## config.mk

```make
export PLATFORM = sky130hd
export DESIGN_NAME = modular_inverse_prime_flat
export DESIGN_NICKNAME = d
export VERILOG_FILES = /design/src/rtl/mip_pkg.sv /design/src/rtl/mip_intf.sv /design/src/rtl/mip_div.sv /design/src/rtl/mip_mulmod.sv /design/src/rtl/modular_inverse_prime.sv /design/src/flat_wrapper.sv
export SDC_FILE = /design/constraint.sdc
export NUM_CORES = 1
export LEC_CHECK = 0
export BUFFER_PORTS_ARGS = -buffer_cell sky130_fd_sc_hd__buf_2
export CAP_MARGIN = 20
export CORE_MARGIN = 2
export CORE_UTILIZATION = 43
export DETAILED_ROUTE_END_ITERATION = 6
export SYNTH_ARGS = -nofsm -noshare
export SYNTH_HDL_FRONTEND = slang
export SYNTH_SLANG_ARGS = --single-unit
```

## constraint.sdc

```tcl
create_clock -name i_clk -period 20.6 [get_ports i_clk]
set_input_delay 0 -clock i_clk [delete_from_list [all_inputs] [get_ports i_clk]]
set_output_delay 0 -clock i_clk [all_outputs]
set_load 0.01 [all_outputs]
```

## src/rtl/mip_pkg.sv

```systemverilog
`default_nettype none
package mip_pkg;

    // field width of modulus, value and inverse
    localparam int MOD_BITS = 31;

    // step counter width, able to hold MOD_BITS itself
    localparam int CNT_W = $clog2(MOD_BITS + 1);

    // modulus after reset
    localparam logic [MOD_BITS-1:0] MODULUS_RESET = MOD_BITS'(64'd1000000007);

    // status of an iterative arithmetic unit
    typedef struct packed {
        logic busy;
        logic done;
    } t_unit_sts;

endpackage
`default_nettype wire

```

## src/rtl/mip_intf.sv

```systemverilog
`default_nettype none
// input item channel
interface mip_in_if;
    logic                          valid;
    logic                          ready;
    logic [mip_pkg::MOD_BITS-1:0]  value;

    modport source (output valid, output value, input ready);
    modport sink   (input valid, input value, output ready);
endinterface

// result item channel
interface mip_out_if;
    logic                          valid;
    logic                          ready;
    logic [mip_pkg::MOD_BITS-1:0]  inverse;
    logic                          no_inverse;

    modport source (output valid, output inverse, output no_inverse, input ready);
    modport sink   (input valid, input inverse, input no_inverse, output ready);
endinterface

// modulus register write channel
interface mip_cfg_if;
    logic                          valid;
    logic                          ready;
    logic [mip_pkg::MOD_BITS-1:0]  data;

    modport source (output valid, output data, input ready);
    modport sink   (input valid, input data, output ready);
endinterface
`default_nettype wire

```

## src/rtl/mip_div.sv

```systemverilog
`default_nettype none
// restoring divider, one quotient bit per cycle
module mip_div (
    input  wire logic                          i_clk,
    input  wire logic                          i_rst_n,
    input  wire logic                          i_start,
    input  wire logic [mip_pkg::MOD_BITS-1:0]  i_dividend,
    input  wire logic [mip_pkg::MOD_BITS-1:0]  i_divisor,
    output mip_pkg::t_unit_sts                 o_sts,
    output logic [mip_pkg::MOD_BITS-1:0]       o_quot,
    output logic [mip_pkg::MOD_BITS-1:0]       o_rem
);

    logic                          r_busy;
    logic                          r_done;
    logic [mip_pkg::CNT_W-1:0]     r_cnt;
    logic [mip_pkg::MOD_BITS-1:0]  r_div;
    logic [mip_pkg::MOD_BITS-1:0]  r_rem;
    logic [mip_pkg::MOD_BITS-1:0]  r_sh;

    logic [mip_pkg::MOD_BITS:0]    trial;
    logic                          ge;
    logic [mip_pkg::MOD_BITS:0]    diff;

    // shift in next dividend bit and try to subtract
    always_comb begin
        trial = {r_rem, r_sh[mip_pkg::MOD_BITS-1]};
        ge    = trial >= {1'b0, r_div};
        diff  = trial - {1'b0, r_div};
    end

    // control
    always_ff @(posedge i_clk) begin
        if (!i_rst_n) begin
            r_busy <= 1'b0;
            r_done <= 1'b0;
            r_cnt  <= '0;
        end else begin
            r_done <= 1'b0;
            if (i_start) begin
                r_busy <= 1'b1;
                r_cnt  <= mip_pkg::CNT_W'(mip_pkg::MOD_BITS);
            end else if (r_busy) begin
                r_cnt <= r_cnt - 1'b1;
                if (r_cnt == mip_pkg::CNT_W'(1)) begin
                    r_busy <= 1'b0;
                    r_done <= 1'b1;
                end
            end
        end
    end

    // datapath
    always_ff @(posedge i_clk) begin
        if (i_start) begin
            r_div <= i_divisor;
            r_rem <= '0;
            r_sh  <= i_dividend;
        end else if (r_busy) begin
            r_rem <= ge ? diff[mip_pkg::MOD_BITS-1:0] : trial[mip_pkg::MOD_BITS-1:0];
            r_sh  <= {r_sh[mip_pkg::MOD_BITS-2:0], ge};
        end
    end

    assign o_sts.busy = r_busy;
    assign o_sts.done = r_done;
    assign o_quot     = r_sh;
    assign o_rem      = r_rem;

endmodule
`default_nettype wire

```

## src/rtl/mip_mulmod.sv

```systemverilog
`default_nettype none
// modular multiplier, msb-first double and add, one multiplier bit per cycle
module mip_mulmod (
    input  wire logic                          i_clk,
    input  wire logic                          i_rst_n,
    input  wire logic                          i_start,
    input  wire logic [mip_pkg::MOD_BITS-1:0]  i_x,
    input  wire logic [mip_pkg::MOD_BITS-1:0]  i_y,
    input  wire logic [mip_pkg::MOD_BITS-1:0]  i_mod,
    output mip_pkg::t_unit_sts                 o_sts,
    output logic [mip_pkg::MOD_BITS-1:0]       o_prod
);

    logic                          r_busy;
    logic                          r_done;
    logic [mip_pkg::CNT_W-1:0]     r_cnt;
    logic [mip_pkg::MOD_BITS-1:0]  r_x;
    logic [mip_pkg::MOD_BITS-1:0]  r_y;
    logic [mip_pkg::MOD_BITS-1:0]  r_mod;
    logic [mip_pkg::MOD_BITS-1:0]  r_acc;

    logic [mip_pkg::MOD_BITS:0]    dbl;
    logic [mip_pkg::MOD_BITS:0]    dbl_red;
    logic [mip_pkg::MOD_BITS:0]    sum;
    logic [mip_pkg::MOD_BITS:0]    sum_red;
    logic [mip_pkg::MOD_BITS:0]    mod_ext;

    // acc = 2*acc mod m, then add x mod m when the multiplier bit is set
    always_comb begin
        mod_ext = {1'b0, r_mod};
        dbl     = {r_acc, 1'b0};
        dbl_red = (dbl >= mod_ext) ? dbl - mod_ext : dbl;
        sum     = dbl_red + (r_y[mip_pkg::MOD_BITS-1] ? {1'b0, r_x} : '0);
        sum_red = (sum >= mod_ext) ? sum - mod_ext : sum;
    end

    // control
    always_ff @(posedge i_clk) begin
        if (!i_rst_n) begin
            r_busy <= 1'b0;
            r_done <= 1'b0;
            r_cnt  <= '0;
        end else begin
            r_done <= 1'b0;
            if (i_start) begin
                r_busy <= 1'b1;
                r_cnt  <= mip_pkg::CNT_W'(mip_pkg::MOD_BITS);
            end else if (r_busy) begin
                r_cnt <= r_cnt - 1'b1;
                if (r_cnt == mip_pkg::CNT_W'(1)) begin
                    r_busy <= 1'b0;
                    r_done <= 1'b1;
                end
            end
        end
    end

    // datapath
    always_ff @(posedge i_clk) begin
        if (i_start) begin
            r_x   <= i_x;
            r_y   <= i_y;
            r_mod <= i_mod;
            r_acc <= '0;
        end else if (r_busy) begin
            r_acc <= sum_red[mip_pkg::MOD_BITS-1:0];
            r_y   <= {r_y[mip_pkg::MOD_BITS-2:0], 1'b0};
        end
    end

    assign o_sts.busy = r_busy;
    assign o_sts.done = r_done;
    assign o_prod     = r_acc;

endmodule
`default_nettype wire

```

## src/rtl/modular_inverse_prime.sv

```systemverilog
// values that fail the range check or equal 1 go from the check state straight to
//   the result; all others first run R rounds, R = data-dependent number of rounds
// each round: a check, a divide (quotient and remainder), then a modular
//   multiply
// one item at a time, not ready while busy; result stalls add to the item time
// reset: synchronous active-low, modulus returns to 1000000007, no item in flight
`default_nettype none
module modular_inverse_prime (
    input  wire logic  i_clk,
    input  wire logic  i_rst_n,
    mip_in_if.sink     i_in,
    mip_out_if.source  o_out,
    mip_cfg_if.sink    i_cfg
);

    localparam logic [2:0] S_IDLE = 3'd0;
    localparam logic [2:0] S_CHK  = 3'd1;
    localparam logic [2:0] S_DIV  = 3'd2;
    localparam logic [2:0] S_MUL  = 3'd3;
    localparam logic [2:0] S_OUT  = 3'd4;

    logic [2:0]                    r_state;
    logic [2:0]                    n_state;
    logic [mip_pkg::MOD_BITS-1:0]  r_modulus;
    logic [mip_pkg::MOD_BITS-1:0]  r_m;
    logic [mip_pkg::MOD_BITS-1:0]  n_m;
    logic [mip_pkg::MOD_BITS-1:0]  r_a;
    logic [mip_pkg::MOD_BITS-1:0]  n_a;
    logic [mip_pkg::MOD_BITS-1:0]  r_b;
    logic [mip_pkg::MOD_BITS-1:0]  n_b;
    logic                          r_fail;
    logic                          n_fail;

    logic                          div_start;
    logic                          mul_start;
    mip_pkg::t_unit_sts            div_sts;
    mip_pkg::t_unit_sts            mul_sts;
    logic [mip_pkg::MOD_BITS-1:0]  quot;
    logic [mip_pkg::MOD_BITS-1:0]  rem;
    logic [mip_pkg::MOD_BITS-1:0]  prod;
    logic [mip_pkg::MOD_BITS-1:0]  half;
    logic                          in_acc;

    assign in_acc = i_in.valid && i_in.ready;
    assign half   = r_m >> 1;

    // modulus register
    assign i_cfg.ready = 1'b1;
    always_ff @(posedge i_clk) begin
        if (!i_rst_n) begin
            r_modulus <= mip_pkg::MODULUS_RESET;
        end else if (i_cfg.valid) begin
            r_modulus <= i_cfg.data;
        end
    end

    // shared divider: m / b
    mip_div u_div (
        .i_clk      (i_clk),
        .i_rst_n    (i_rst_n),
        .i_start    (div_start),
        .i_dividend (r_m),
        .i_divisor  (r_b),
        .o_sts      (div_sts),
        .o_quot     (quot),
        .o_rem      (rem)
    );

    // shared modular multiplier: a * quotient mod m
    mip_mulmod u_mul (
        .i_clk   (i_clk),
        .i_rst_n (i_rst_n),
        .i_start (mul_start),
        .i_x     (r_a),
        .i_y     (quot),
        .i_mod   (r_m),
        .o_sts   (mul_sts),
        .o_prod  (prod)
    );

    // round sequencer
    always_comb begin
        n_state   = r_state;
        n_m       = r_m;
        n_a       = r_a;
        n_b       = r_b;
        n_fail    = r_fail;
        div_start = 1'b0;
        mul_start = 1'b0;
        unique case (r_state)
            S_IDLE: begin
                if (in_acc) begin
                    n_m     = r_modulus;
                    n_a     = mip_pkg::MOD_BITS'(1);
                    n_b     = i_in.value;
                    n_fail  = (i_in.value == '0) || (i_in.value >= r_modulus);
                    n_state = S_CHK;
                end
            end
            S_CHK: begin
                if (r_fail || r_b == mip_pkg::MOD_BITS'(1)) begin
                    n_state = S_OUT;
                end else begin
                    div_start = 1'b1;
                    n_state   = S_DIV;
                end
            end
            S_DIV: begin
                if (div_sts.done) begin
                    // b * (m / b) mod m is m minus the remainder, or 0
                    if (rem == '0) begin
                        n_fail  = 1'b1;
                        n_state = S_OUT;
                    end else begin
                        n_b       = r_m - rem;
                        mul_start = 1'b1;
                        n_state   = S_MUL;
                    end
                end
            end
            S_MUL: begin
                if (mul_sts.done) begin
                    // negate both when b passes half the modulus
                    if (r_b > half) begin
                        n_a = (prod == '0) ? '0 : r_m - prod;
                        n_b = r_m - r_b;
                    end else begin
                        n_a = prod;
                    end
                    n_state = S_CHK;
                end
            end
            S_OUT: begin
                if (o_out.ready) begin
                    n_state = S_IDLE;
                end
            end
            default: begin
                n_state = S_IDLE;
            end
        endcase
    end

    // state registers
    always_ff @(posedge i_clk) begin
        if (!i_rst_n) begin
            r_state <= S_IDLE;
        end else begin
            r_state <= n_state;
        end
    end

    // working registers
    always_ff @(posedge i_clk) begin
        r_m    <= n_m;
        r_a    <= n_a;
        r_b    <= n_b;
        r_fail <= n_fail;
    end

    // ports
    assign i_in.ready       = (r_state == S_IDLE);
    assign o_out.valid      = (r_state == S_OUT);
    assign o_out.inverse    = r_fail ? '0 : r_a;
    assign o_out.no_inverse = r_fail;

    // checks
    a_ready_not_with_result: assert property (@(posedge i_clk) disable iff (!i_rst_n)
        i_in.ready |-> !o_out.valid)
        else $error("input ready while a result is pending");

    a_div_nonzero: assert property (@(posedge i_clk) disable iff (!i_rst_n)
        (r_state == S_DIV) |-> (r_b != '0))
        else $error("divider running on a zero divisor");

    a_a_reduced: assert property (@(posedge i_clk) disable iff (!i_rst_n)
        (r_state == S_DIV) |-> (r_a < r_m))
        else $error("a not reduced below the modulus");

    a_unit_active: assert property (@(posedge i_clk) disable iff (!i_rst_n)
        ((r_state != S_DIV) || div_sts.busy || div_sts.done) &&
        ((r_state != S_MUL) || mul_sts.busy || mul_sts.done))
        else $error("waiting on an idle arithmetic unit");

    a_fail_zero: assert property (@(posedge i_clk) disable iff (!i_rst_n)
        (o_out.valid && o_out.no_inverse) |-> (o_out.inverse == '0))
        else $error("nonzero inverse flagged as failed");

endmodule
`default_nettype wire
```

## src/flat_wrapper.sv

```systemverilog
// flat-port wrapper written by rule: the top's interface ports become plain ports
module modular_inverse_prime_flat 
  (i_clk, i_rst_n, i_in_valid, i_in_value, i_in_ready, o_out_valid, o_out_inverse, o_out_no_inverse, o_out_ready, i_cfg_valid, i_cfg_data, i_cfg_ready);
  mip_in_if i_in_i ();
  mip_out_if o_out_i ();
  mip_cfg_if i_cfg_i ();
  input  wire logic i_clk;
  input  wire logic i_rst_n;
  input wire logic [$bits(i_in_i.valid)-1:0] i_in_valid;
  input wire logic [$bits(i_in_i.value)-1:0] i_in_value;
  output wire logic [$bits(i_in_i.ready)-1:0] i_in_ready;
  output wire logic [$bits(o_out_i.valid)-1:0] o_out_valid;
  output wire logic [$bits(o_out_i.inverse)-1:0] o_out_inverse;
  output wire logic [$bits(o_out_i.no_inverse)-1:0] o_out_no_inverse;
  input wire logic [$bits(o_out_i.ready)-1:0] o_out_ready;
  input wire logic [$bits(i_cfg_i.valid)-1:0] i_cfg_valid;
  input wire logic [$bits(i_cfg_i.data)-1:0] i_cfg_data;
  output wire logic [$bits(i_cfg_i.ready)-1:0] i_cfg_ready;
  assign i_in_i.valid = i_in_valid;
  assign i_in_i.value = i_in_value;
  assign i_in_ready = i_in_i.ready;
  assign o_out_valid = o_out_i.valid;
  assign o_out_inverse = o_out_i.inverse;
  assign o_out_no_inverse = o_out_i.no_inverse;
  assign o_out_i.ready = o_out_ready;
  assign i_cfg_i.valid = i_cfg_valid;
  assign i_cfg_i.data = i_cfg_data;
  assign i_cfg_ready = i_cfg_i.ready;
  modular_inverse_prime u_core (.i_clk(i_clk), .i_rst_n(i_rst_n), .i_in(i_in_i), .o_out(o_out_i), .i_cfg(i_cfg_i));
endmodule
```

### After elaboration in Yosys (flattened, before gate mapping)

Cells that the tools add are included.

| operators by class | value |
|---|---|
| add/subtract/negate cells | 9 |
| magnitude comparators | 5 |
| reductions and logical operators | 19 |
| bitwise gates (word level) | 3 |
| equality and inequality tests | 14 |
| muxes and demuxes | 48 |

Operators with widths:

| operator | number |
|---|---|
| two-way mux 31 bit | 17 |
| subtractor 31 bit | 5 |
| greater-or-equal comparator 32 x 31 -> 1 bit | 3 |
| logical NOT 31 bit | 3 |
| one-hot mux 31 bit (3 select lines) | 1 |
| one-hot mux 31 bit (2 select lines) | 1 |
| adder 32 x 31 -> 32 bit | 1 |
| two-way mux 32 bit | 1 |
| subtractor 32 x 31 -> 32 bit | 1 |
| == test 31 x 1 -> 1 bit, second input constant | 1 |
| greater-or-equal comparator 31 bit | 1 |
| > comparator 31 x 30 -> 1 bit | 1 |
| two-way mux 5 bit | 4 |
| two-way mux 3 bit | 6 |
| two-way mux 1 bit | 16 |
| one-hot mux 3 bit (5 select lines) | 1 |
| == test 5 x 1 -> 1 bit, second input constant | 2 |
| subtractor 5 x 1 -> 5 bit, second input constant | 2 |
| != test 2 bit, second input constant | 4 |
| AND reduction 4 bit | 2 |
| nonzero test 2 bit | 4 |
| == test 3 x 2 -> 1 bit, second input constant | 2 |
| != test 2 x 1 -> 1 bit, second input constant | 3 |
| AND reduction 6 bit | 1 |
| other kinds (11) | 15 |

| storage, ports and cells | value |
|---|---|
| word-level logic and storage cells | 117 |
| register bits | 359 |
| input port bits | 67 |

### Depth between registers and ports, before layout

Gate-level depths: netlist (run 1).

| logic depth | value |
|---|---|
| depth after elaboration | 5 |
| depth in mapped cells | 34 |
| depth with buffers taken out | 32 |

### Modules after synthesis

A second synthesis (run 1) with hierarchy kept.

| second synthesis, totals | value |
|---|---|
| cell total of the unflattened synthesis | 2801 |
| area total of the unflattened synthesis | 26187.6 µm² |

By module, submodules not included:

| module | instances | seq. area each (µm²) | area each (µm²) | cells each |
|---|---|---|---|---|
| modular_inverse_prime | 1 | 3503.4 | 10312.4 | 1138 |
| mip_mulmod | 1 | 3553.4 | 10187.3 | 1109 |
| mip_div | 1 | 2622.5 | 5688.0 | 554 |

### Worst setup path before layout (run 1)

OpenSTA, ideal clock, no wires.

| path | value |
|---|---|
| path kind | register to register |
| from | reg u_core.u_mul.r_mod[0] (netlist bit) |
| to | reg u_core.u_mul.r_acc (netlist bit u_core.u_mul.o_prod[10]) |
| data required time | 20.424 ns |
| data arrival time | 6.574 ns |
| setup slack | 13.849 ns |
| buffers on the path | 2 |
| cell stages (with the launch flop) | 31 |
| library setup time | 0.176 ns |
| clock period less this slack | 6.751 ns |
| cell sequence | edfxtp_1 -> inv_1 -> fa_1 -> a211oi_1 -> o211ai_1 -> nand2_1 -> a211oi_1 -> a211oi_2 -> o311a_1 -> clkbuf_1 -> nor2_1 -> a21oi_1 -> ha_1 -> a21o_1 -> a211o_1 -> o2111ai_1 -> a21o_1 -> a21oi_1 -> o21ai_0 -> or4b_2 -> o311ai_0 -> ha_1 -> and3_1 -> a221o_1 -> a21oi_1 -> a2111o_1 -> a31oi_2 -> nor3b_4 -> buf_4 -> mux2i_1 -> o22ai_1 |

| between the ends | value |
|---|---|
| longest elaborated chain between the ends | 5 |
| elaborated cells between the ends (all ways) | 7 |
| those cells by class | add/sub (3); order compare (2); mux (2) |

RTL lines:

| what | RTL line | RTL |
|---|---|---|
| start: declaration | mip_mulmod.sv:19 | `logic [mip_pkg::MOD_BITS-1:0] r_mod;` |
| start signal: assignment | mip_mulmod.sv:63 | `r_mod <= i_mod;` |
| subtractor 32 x 31 -> 32 bit / greater-or-equal comparator 32 x 31 -> 1 bit (equally long branches) | mip_mulmod.sv:32 | `dbl_red = (dbl >= mod_ext) ? dbl - mod_ext : dbl;` |
| two-way mux 32 bit | mip_mulmod.sv:32 |  |
| adder 32 x 31 -> 32 bit | mip_mulmod.sv:33 | `sum = dbl_red + (r_y[mip_pkg::MOD_BITS-1] ? {1'b0, r_x} : '0);` |
| subtractor 31 bit / greater-or-equal comparator 32 x 31 -> 1 bit (equally long branches) | mip_mulmod.sv:34 | `sum_red = (sum >= mod_ext) ? sum - mod_ext : sum;` |
| two-way mux 31 bit * | mip_mulmod.sv:34 |  |
| end signal: assignment | mip_mulmod.sv:66 | `r_acc <= sum_red[mip_pkg::MOD_BITS-1:0];` |
| end: declaration | mip_mulmod.sv:20 | `logic [mip_pkg::MOD_BITS-1:0] r_acc;` |

Every way passes the cells marked *; elsewhere a longest branch is shown, timed or not.
A chain may end at the register's enable or synchronous reset.

### Worst setup path after layout (run 1)

| path | value |
|---|---|
| from | reg u_core.u_mul.r_mod[0] (netlist bit) |
| to | reg u_core.u_mul.r_acc (netlist bit u_core.u_mul.o_prod[29]) |

The elaborated chain is that of the path after synthesis.

==> results.md, run 1 <==
* Hold Crit Depth at 4
* Sum of negative setup slack at 0 ns
* Post-synthesis share of cell area spent on xor and xnor gates at 5.80%
* WL/cell at 22.7 µm
* Number of port buffers at 100
* CTS Sinks at roughly 360
* Total number of vias at 21900
* Final WL at ~85000 µm
* # resized after CTS at 0
* Critical register-to-register path startpoint: u_core.u_mul.r_mod[0]
* Number of antenna violations at the first check in global routing at 1
* Average vias per placed instance at around 6
* Biggest cell delay along the critical path at 0.79 ns
* Time the worst path needs with I/O delays and setup at 8.87 ns
* Slack of the worst reg-to-reg path at 11.73 ns
* Wire length on met2 at between 30000 and 40000 µm
* Lkg Pwr at approximately 13 nW
* Adder-cell share of the synthesized area at 12.7%
* Worst Tran Pin Value at about 1.1 ns
* Number of nets in the layout at 3237
* Crit share post-route at 43.0%
* GP Congestion at 0.979
* Worst path arrival time at 9.36 ns
* FFs w/ async S/R, synth at 0%
* Most frequent cells after synthesis: sky130_fd_sc_hd__nand2_1, sky130_fd_sc_hd__edfxtp_1, sky130_fd_sc_hd__ha_1
* Endpoint of the worst hold path: u_core.o_out.no_inverse
* Most used cell along the critical path: sky130_fd_sc_hd__a21o_1
* Worst supply voltage drop on vdd at 0.0000868 V
* Register bit total from synthesis at approximately 360
* Post-synth top area share at 29.5%
* Max-Cap Viols at 0
* Register area at 0.00968 mm²
* Cell taking the most area after synthesis: sky130_fd_sc_hd__edfxtp_1
* Endpoint of the worst-slack reg-to-reg timing path: u_core.u_mul.o_prod[29]
* Post-CTS repair timing setup buffer count at 0
* Synth Area per Inst at between 9 and 10 µm²
* Pin count of the biggest net entering global routing at 82
* Net count of the mapped netlist at 3104
* Post-route clock skew at 0.0302 ns
* Outcome: finished, final reports clean
* HP Class: in -> reg
* Total half-perimeter wirelength after legalization and detailed placement at 62800 µm
* Overall overflow remaining after global route at 0
* Die Area at ~0.061 mm²
* Max_slew headroom at 28.1%
* Cell with the most instances after synthesis: sky130_fd_sc_hd__nand2_1
* Unrepaired setup endpoints after global routing: false
* Effective utilization at floorplan at 43.3%
* Most used flip-flop cell after synthesis: sky130_fd_sc_hd__edfxtp_1
* Critical path required time at 21.10 ns
* Synth top area cells: sky130_fd_sc_hd__edfxtp_1, sky130_fd_sc_hd__ha_1, sky130_fd_sc_hd__dfxtp_1
* Final antenna-violating net count at 0
* Multi-input logic area at between 0.01 and 0.015 mm²
* Source of the worst hold timing path: i_in_valid
* DR iter-0 viols at 2158
* PD cells at 109 mW/mm²
* Share of cells above drive strength 1 at under 10%
* Synthesized area at 0.0254 mm²
* CTS clk-pin slew, worst paths at 0.06 ns
* Simple-gate share of the synthesized area at 16.1%
* Wire length of the first global-routing pass at approximately 130000 µm
* Critical-path cell with the highest stage delay: sky130_fd_sc_hd__a2111oi_0
* Number of pins exceeding their max-slew limit in the final report at 0
* F_max at 113 MHz
* Number of buffers inserted during clock tree synthesis at 45
* Critical path endpoint category: flip-flop
* Layout Area Growth over Synthesis at 13.2%
* Setup violation total in the final timing report at 0
* Number of enable flip-flop cells after synthesis at ~250
* Standard-cell rows at 89
* End-of-flow core utilization at 49.0%
* Multiplexer fraction of the synthesized cell area at 3.09%
* Yosys warns at 0
* Top fanout value on the critical path at 15
* Vias in the first global route at 21000
* Global-route usage over all layers at 27.6%
* Ports placed on the boundary at roughly 100
* Clock latency on the worst-skew pair at approximately 0.59 ns
* Number of cells produced by synthesis at roughly 2800
* Top layer used by detailed routing: met4
* Fraction of the yosys area taken by sequential cells at about two fifths
* CTS tree: built
* Number of iterations in the first detailed-routing pass at 7
* Routed length on met1 at between 30000 and 40000 µm
* Floorplan die height at 247 µm
* Area fraction in compound gates after synthesis at 19.4%
* Worst Path Class, Setup: reg -> reg
* Maximum clock path buffer count at 3
* Detailed-route DRC error count at 0
* Floorplan core area at 0.0587 mm²
* X dimension of the die at 247 µm
* Worst r2r path cells at 29
* CP startpoint kind: flip-flop
* Count of H-tree levels built during CTS at 2
* Distinct cells, synth at slightly above 80
* Largest family of logic cells by synthesized area: compound AO/OA/AOI/OAI gates
* Cell at the root of the clock tree: sky130_fd_sc_hd__clkbuf_16
* Detailed-routed wire length on met3 at between 6000 and 7000 µm
* Diode count at 0
* Fill cells at 5468
* Number of hold-slack violations in the final timing report at 0
[final cells by class]
type	instances	share of cell area, %
Sequential cell	359	33.7
Multi-Input combinational cell	2116	50.7
Inverter	207	2.71
Clock inverter	20	0.462
Tap cell	773	3.37
Clock buffer	64	4.45
Timing Repair Buffer	186	4.66
[worst max-delay path by stage]
stage / from / endpoint / slack [ns]
2_1_floorplan: u_core.u_mul.r_mod[0] / u_core.u_mul.o_prod[10] / 13.85
3_3_place_gp: u_core.u_mul.r_mod[0] / u_core.u_mul.o_prod[0] / 12.15
3_5_place_dp: u_core.u_mul.r_mod[0] / u_core.u_mul.o_prod[0] / 12.05
4_1_cts: u_core.u_mul.r_mod[0] / u_core.u_mul.o_prod[0] / 12.00
5_1_grt: u_core.u_mul.r_mod[0] / u_core.u_mul.o_prod[29] / 11.25
6_report: u_core.u_mul.r_mod[0] / u_core.u_mul.o_prod[29] / 11.73
[power by group]
group	switching, mW	internal [mW]	total [mW]
Combinational	0.780	0.542	1.32
Sequential	0.140	0.890	1.03
Clock	0.330	0.435	0.766
[per-stage QoR]
stage | total power, mW | instance area, µm² | hold slack [ns] | std cells | worst slack, ns
finish | 3.12 | 28700 | 0.0520 | 3725 | 11.73
floorplan | 1.96 | 25400 | 0.129 | 2782 | 13.85
global route | 3.30 | 28700 | 0.0905 | 3725 | 11.25
global placement | 2.30 | 26600 | 0.222 | 3575 | 12.15
detailed placement | 2.32 | 26600 | 0.232 | 3575 | 12.05
CTS | 3.11 | 28700 | 0.0159 | 3723 | 12.00
[flip-flops by register name (all words and copies together) (netlist names), 5 cells and up]
name / count
u_core.r_a: 31
u_core.r_b: 31
u_core.r_m: 31
u_core.r_modulus: 31
u_core.u_div.o_quot: 31
u_core.u_div.o_rem: 31
u_core.u_div.r_cnt: 5
u_core.u_div.r_div: 31
u_core.u_mul.o_prod: 31
u_core.u_mul.r_cnt: 5
u_core.u_mul.r_mod: 31
u_core.u_mul.r_x: 31
u_core.u_mul.r_y: 31
[cells by family after synthesis]
family	Yosys count
other	1
multiplexers	78
buffers and inverters	307
flip-flops	359
XOR/XNOR	168
AND/OR/NAND/NOR	849
adder cells (fa/ha/maj)	255
AO/OA/AOI/OAI	765
[routing by layer]
layer / vias up / global-route usage, %
met1: 10500 / 39.6
li1: 10400 / -
met4: 0 / 9.85
met5: - / 0
met2: 817 / 41.7
met3: 165 / 4.58
[worst max-delay path, delay by kind of cell, from the launching register on]
family                   cells  cell delay [ns]
adder cells (fa/ha/maj)      3             1.07
buffers and inverters        1             0.10
multiplexers                 1             0.16
AND/OR/NAND/NOR              6             1.57
flip-flops                   1             0.36
AO/OA/AOI/OAI               18             5.48
[repair_timing]
item,4_1_cts,5_1_grt
hold endpoints to repair,64,0
hold buffers,64,0
setup endpoints to repair,0,0
[cell usage in the layout, fill, tap and decap left out, drive strengths merged, types with 29 or more instances in the layout]
| master | netlist | layout |
|---|---|---|
| buf | 19 | 122 |
| a31oi | 29 | 29 |
| o211ai | 31 | 31 |
| ha | 249 | 249 |
| mux2i | 76 | 76 |
| dfxtp | 110 | 110 |
| a21o | 87 | 87 |
| and2 | 40 | 40 |
| nand2b | 38 | 38 |
| nor4 | 33 | 33 |
| nand4 | 35 | 35 |
| o21ai | 204 | 204 |
| nor3 | 45 | 45 |
| clkbuf | 81 | 64 |
| xor2 | 72 | 72 |
| edfxtp | 249 | 249 |
| nand3 | 54 | 54 |
| nor2b | 79 | 79 |
| nand2 | 319 | 319 |
| inv | 207 | 210 |
| dlygate4sd3 | 0 | 64 |
| xnor2 | 96 | 96 |
| nor2 | 141 | 141 |
| a21oi | 190 | 190 |
No activity file was read; power rests on OpenSTA's default activity.
==> run 2, diff against run 1 <==
==> constraint.sdc (replaced) <==
create_clock -name i_clk -period 7.9 [get_ports i_clk]
set_input_delay 0 -clock i_clk [delete_from_list [all_inputs] [get_ports i_clk]]
set_output_delay 0 -clock i_clk [all_outputs]
set_load 0.01 [all_outputs]
==> run 2 against run 1 <==
Against the previous run: the run now ends with design-rule violations left; clock skew rose by 0.0022 ns; worst hold slack improved by 0.030 ns; via count is 0.97% higher; routed wire length is 1.4% higher; sequential share of layout area down 0.33 points; setup slack got worse by 11 ns; register-to-register slack worse by 11 ns; largest power group unchanged.
==> results.md, run 2 (same netlist as run 1, synthesis figures left out) <==
* Outcome: complete, but fails checks
* Violated checks: design-rule violations
* Lkg Pwr at 12.7 nW (+1.2%)
* Sum of negative setup slack at 0 ns (unchanged)
* Number of iterations in the first detailed-routing pass at 7 (unchanged)
* Worst slack at placement at -0.0131 ns (-12.07 ns)
* Count of H-tree levels built during CTS at 2 (unchanged)
* Grt peak-use layer: met2
* Die Area at 0.0610 mm² (unchanged)
* CTS tree: built
* Global-route usage over all layers at 27.8% (+0.22 points)
* Share of power burned in the clock network at 25.0% (+0.4 points)
* CP startpoint kind: flip-flop
* Combinational Power Share at 42.7% (+0.3 points)
* Detailed-route DRC error count at 1 (+1)
* Worst path arrival time at 8.08 ns (-1.28 ns)
* PD cells at 285 mW/mm² (+160%)
* Layout Area Growth over Synthesis at 14.3%
* Switching Power at 3.29 mW (+160%)
* Post-route cell area at 0.0290 mm² (+0.99%)
* GP Congestion at 0.995 (+1.6%)
* Standard-cell rows at 89 (unchanged)
* Post-place instance area at 0.0268 mm² (+0.57%)
* Number of port buffers at 100 (unchanged)
* Pin count of the biggest net entering global routing at 83 (+1.2%)
* Leading cell types in the layout, fill and taps excluded: sky130_fd_sc_hd__nand2_1, sky130_fd_sc_hd__edfxtp_1, sky130_fd_sc_hd__ha_1, sky130_fd_sc_hd__inv_1, sky130_fd_sc_hd__o21ai_0
* Total half-perimeter wirelength after legalization and detailed placement at 64200 µm (+2.1%)
* Least setup slack across all paths after layout at 0.332 ns (-11.40 ns)
* Number of nets in the layout at 3256 (+0.59%)
* Time the worst path needs with I/O delays and setup at 7.57 ns (-1.30 ns)
* Number of antenna violations at the first check in global routing at 0 (-1)
* Sequential power share at 32.4% (-0.7 points)
* Number of hold-slack violations in the final timing report at 0 (unchanged)
* Switching share of total power at 39.7% (-0.43 points)
* Biggest cell delay along the critical path at 0.41 ns (-0.38 ns)
* Max_slew headroom at 28.3% (+0.19 points)
* CTS clk-pin slew, worst paths at 0.07 ns (about the same)
* Overall overflow remaining after global route at 0 (unchanged)
* Wire length of the first global-routing pass at 129000 µm (+0.99%)
* Ports placed on the boundary at 102 (unchanged)
* Average vias per placed instance at 5.91 (+0.49%)
* Diode count at 0 (unchanged)
* Worst Path Class, Setup: reg -> reg
* X dimension of the die at 247 µm (unchanged)
* HP Class: in -> reg
* WL/cell at 22.9 µm (+0.96%)
* Max-Cap Viols at 0 (unchanged)
* Number of pins exceeding their max-slew limit in the final report at 0 (unchanged)
* Critical-path cell with the highest stage delay: sky130_fd_sc_hd__ha_1
* Floorplan core area at 0.0587 mm² (unchanged)
* Register area at 0.00968 mm² (unchanged)
* Worst Tran Pin Value at 1.08 ns (-0.00285 ns)
* DR iter-0 viols at 2367 (+9.7%)
* Fill cells at 5491 (+0.42%)
* Routing usage on met3 at 4.15% (-0.43 points)
* Floorplan die height at 247 µm (unchanged)
* Critical path endpoint category: flip-flop
* Clock latency on the worst-skew pair at 0.59 ns (about the same)
* Share of cells above drive strength 1 at 8.59% (+0.86 points)
* Cell count after placement at 3592 (+0.48%)
* Total number of vias at 22100 (+0.97%)
* Internal at 4.99 mW (+170%)
* Cell at the root of the clock tree: sky130_fd_sc_hd__clkbuf_16
* Top fanout value on the critical path at 23 (+8)
* Critical path required time at 8.41 ns (-12.69 ns)
* Post-route clock skew at 0.0325 ns (+0.00225 ns)
* Vias in the first global route at 20900 (-0.28%)
* Met1 Resource Use GR at 40.3% (+0.70 points)
* Most frequent standard cell in the layout excluding fill and tap cells: sky130_fd_sc_hd__nand2_1
* Crit share post-route at 95.8% (+53 points)
* Worst supply voltage drop on vdd at 0.000179 V (+110%)
* Effective utilization at floorplan at 43.3% (unchanged)
* CTS Sinks at 359 (unchanged)
* Non-filler instance count after layout at 3743 (+0.48%)
* Setup violation total in the final timing report at 0 (unchanged)
* Met2 Track Usage GR at 42.8% (+1.1 points)
* Maximum clock path buffer count at 3 (unchanged)
* Number of buffers inserted during clock tree synthesis at 44 (-2.2%)
* Final antenna-violating net count at 0 (unchanged)
* F_max at 132 MHz (+17%)
* Multi-input logic area at 0.0146 mm² (+0.37%)
* Final WL at 85800 µm (+1.4%)
[run 2: cell count changes in the layout (fill, tap and decap cells not counted), sizes merged]
cell	delta
clkinv	+3
bufinv	+3
clkbuf	-3
buf	+20
inv	-5
[run 2: what timing repair did]
item,4_1_cts,5_1_grt
buffers inserted,0,4
resized for setup,1,15
hold endpoints to repair,64,0
pin swaps,0,5
hold buffers,64,0
setup endpoints to repair,11,31
[run 2: worst paths after layout]
path                          startpoint                      to  slack, ns  depth (start not counted)
setup / recovery  u_core.u_mul.o_prod[3]  u_core.u_mul.o_prod[0]       0.33                         32
hold / removal                   i_rst_n    u_core.r_modulus[27]       0.08                          2
setup reg to reg  u_core.u_mul.o_prod[3]  u_core.u_mul.o_prod[0]       0.33                         32
hold reg to reg     u_core.r_modulus[29]          u_core.r_m[29]       0.43                          0
[run 2: power groups by stage]
| stage | Sequential [mW] | Combinational [mW] | Clock [mW] |
|---|---|---|---|
| after global routing | 2.70 | 3.89 | 2.18 |
| after floorplan | 2.51 | 2.60 | 0 |
| final | 2.68 | 3.53 | 2.07 |
| after CTS | 2.67 | 3.45 | 2.11 |
| after detailed placement | 2.71 | 3.40 | 0 |
| after global placement | 2.70 | 3.35 | 0 |
[run 2: layout make-up]
cell class | instances | share of cell area (%)
Clock buffer | 61 | 4.37
Clock inverter | 21 | 0.655
Inverter | 207 | 2.68
Multi-Input combinational cell | 2116 | 50.3
Sequential cell | 359 | 33.4
Tap cell | 773 | 3.33
Timing Repair Buffer | 206 | 5.24
[run 2: through the flow]
| step | hold WS, ns | utilization, % | power [mW] |
|---|---|---|---|
| after detailed placement | 0.227 | 45.6 | 6.11 |
| after CTS | 0.0516 | 49.2 | 8.23 |
| after floorplan | 0.129 | - | 5.11 |
| after global placement | 0.222 | 45.6 | 6.05 |
| final | 0.0824 | 49.4 | 8.28 |
| after global routing | 0.0875 | 49.4 | 8.76 |
[run 2: critical path, delay by kind of cell, from the launching register on]
kind            cells  cell delay, ns
simple gates        9            1.47
fa+ha+maj           3            1.15
flops               1            0.36
compound gates     14            3.06
mux                 1            0.34
xor+xnor            1            0.26
buf+inv             4            0.84
[run 2: routing by layer]
layer / routed length (µm) / up-vias
met3: 6660 / 160
li1: - / 10400
met1: 39200 / 10600
met2: 37200 / 958
met4: 2680 / 0
met5: 0 / -
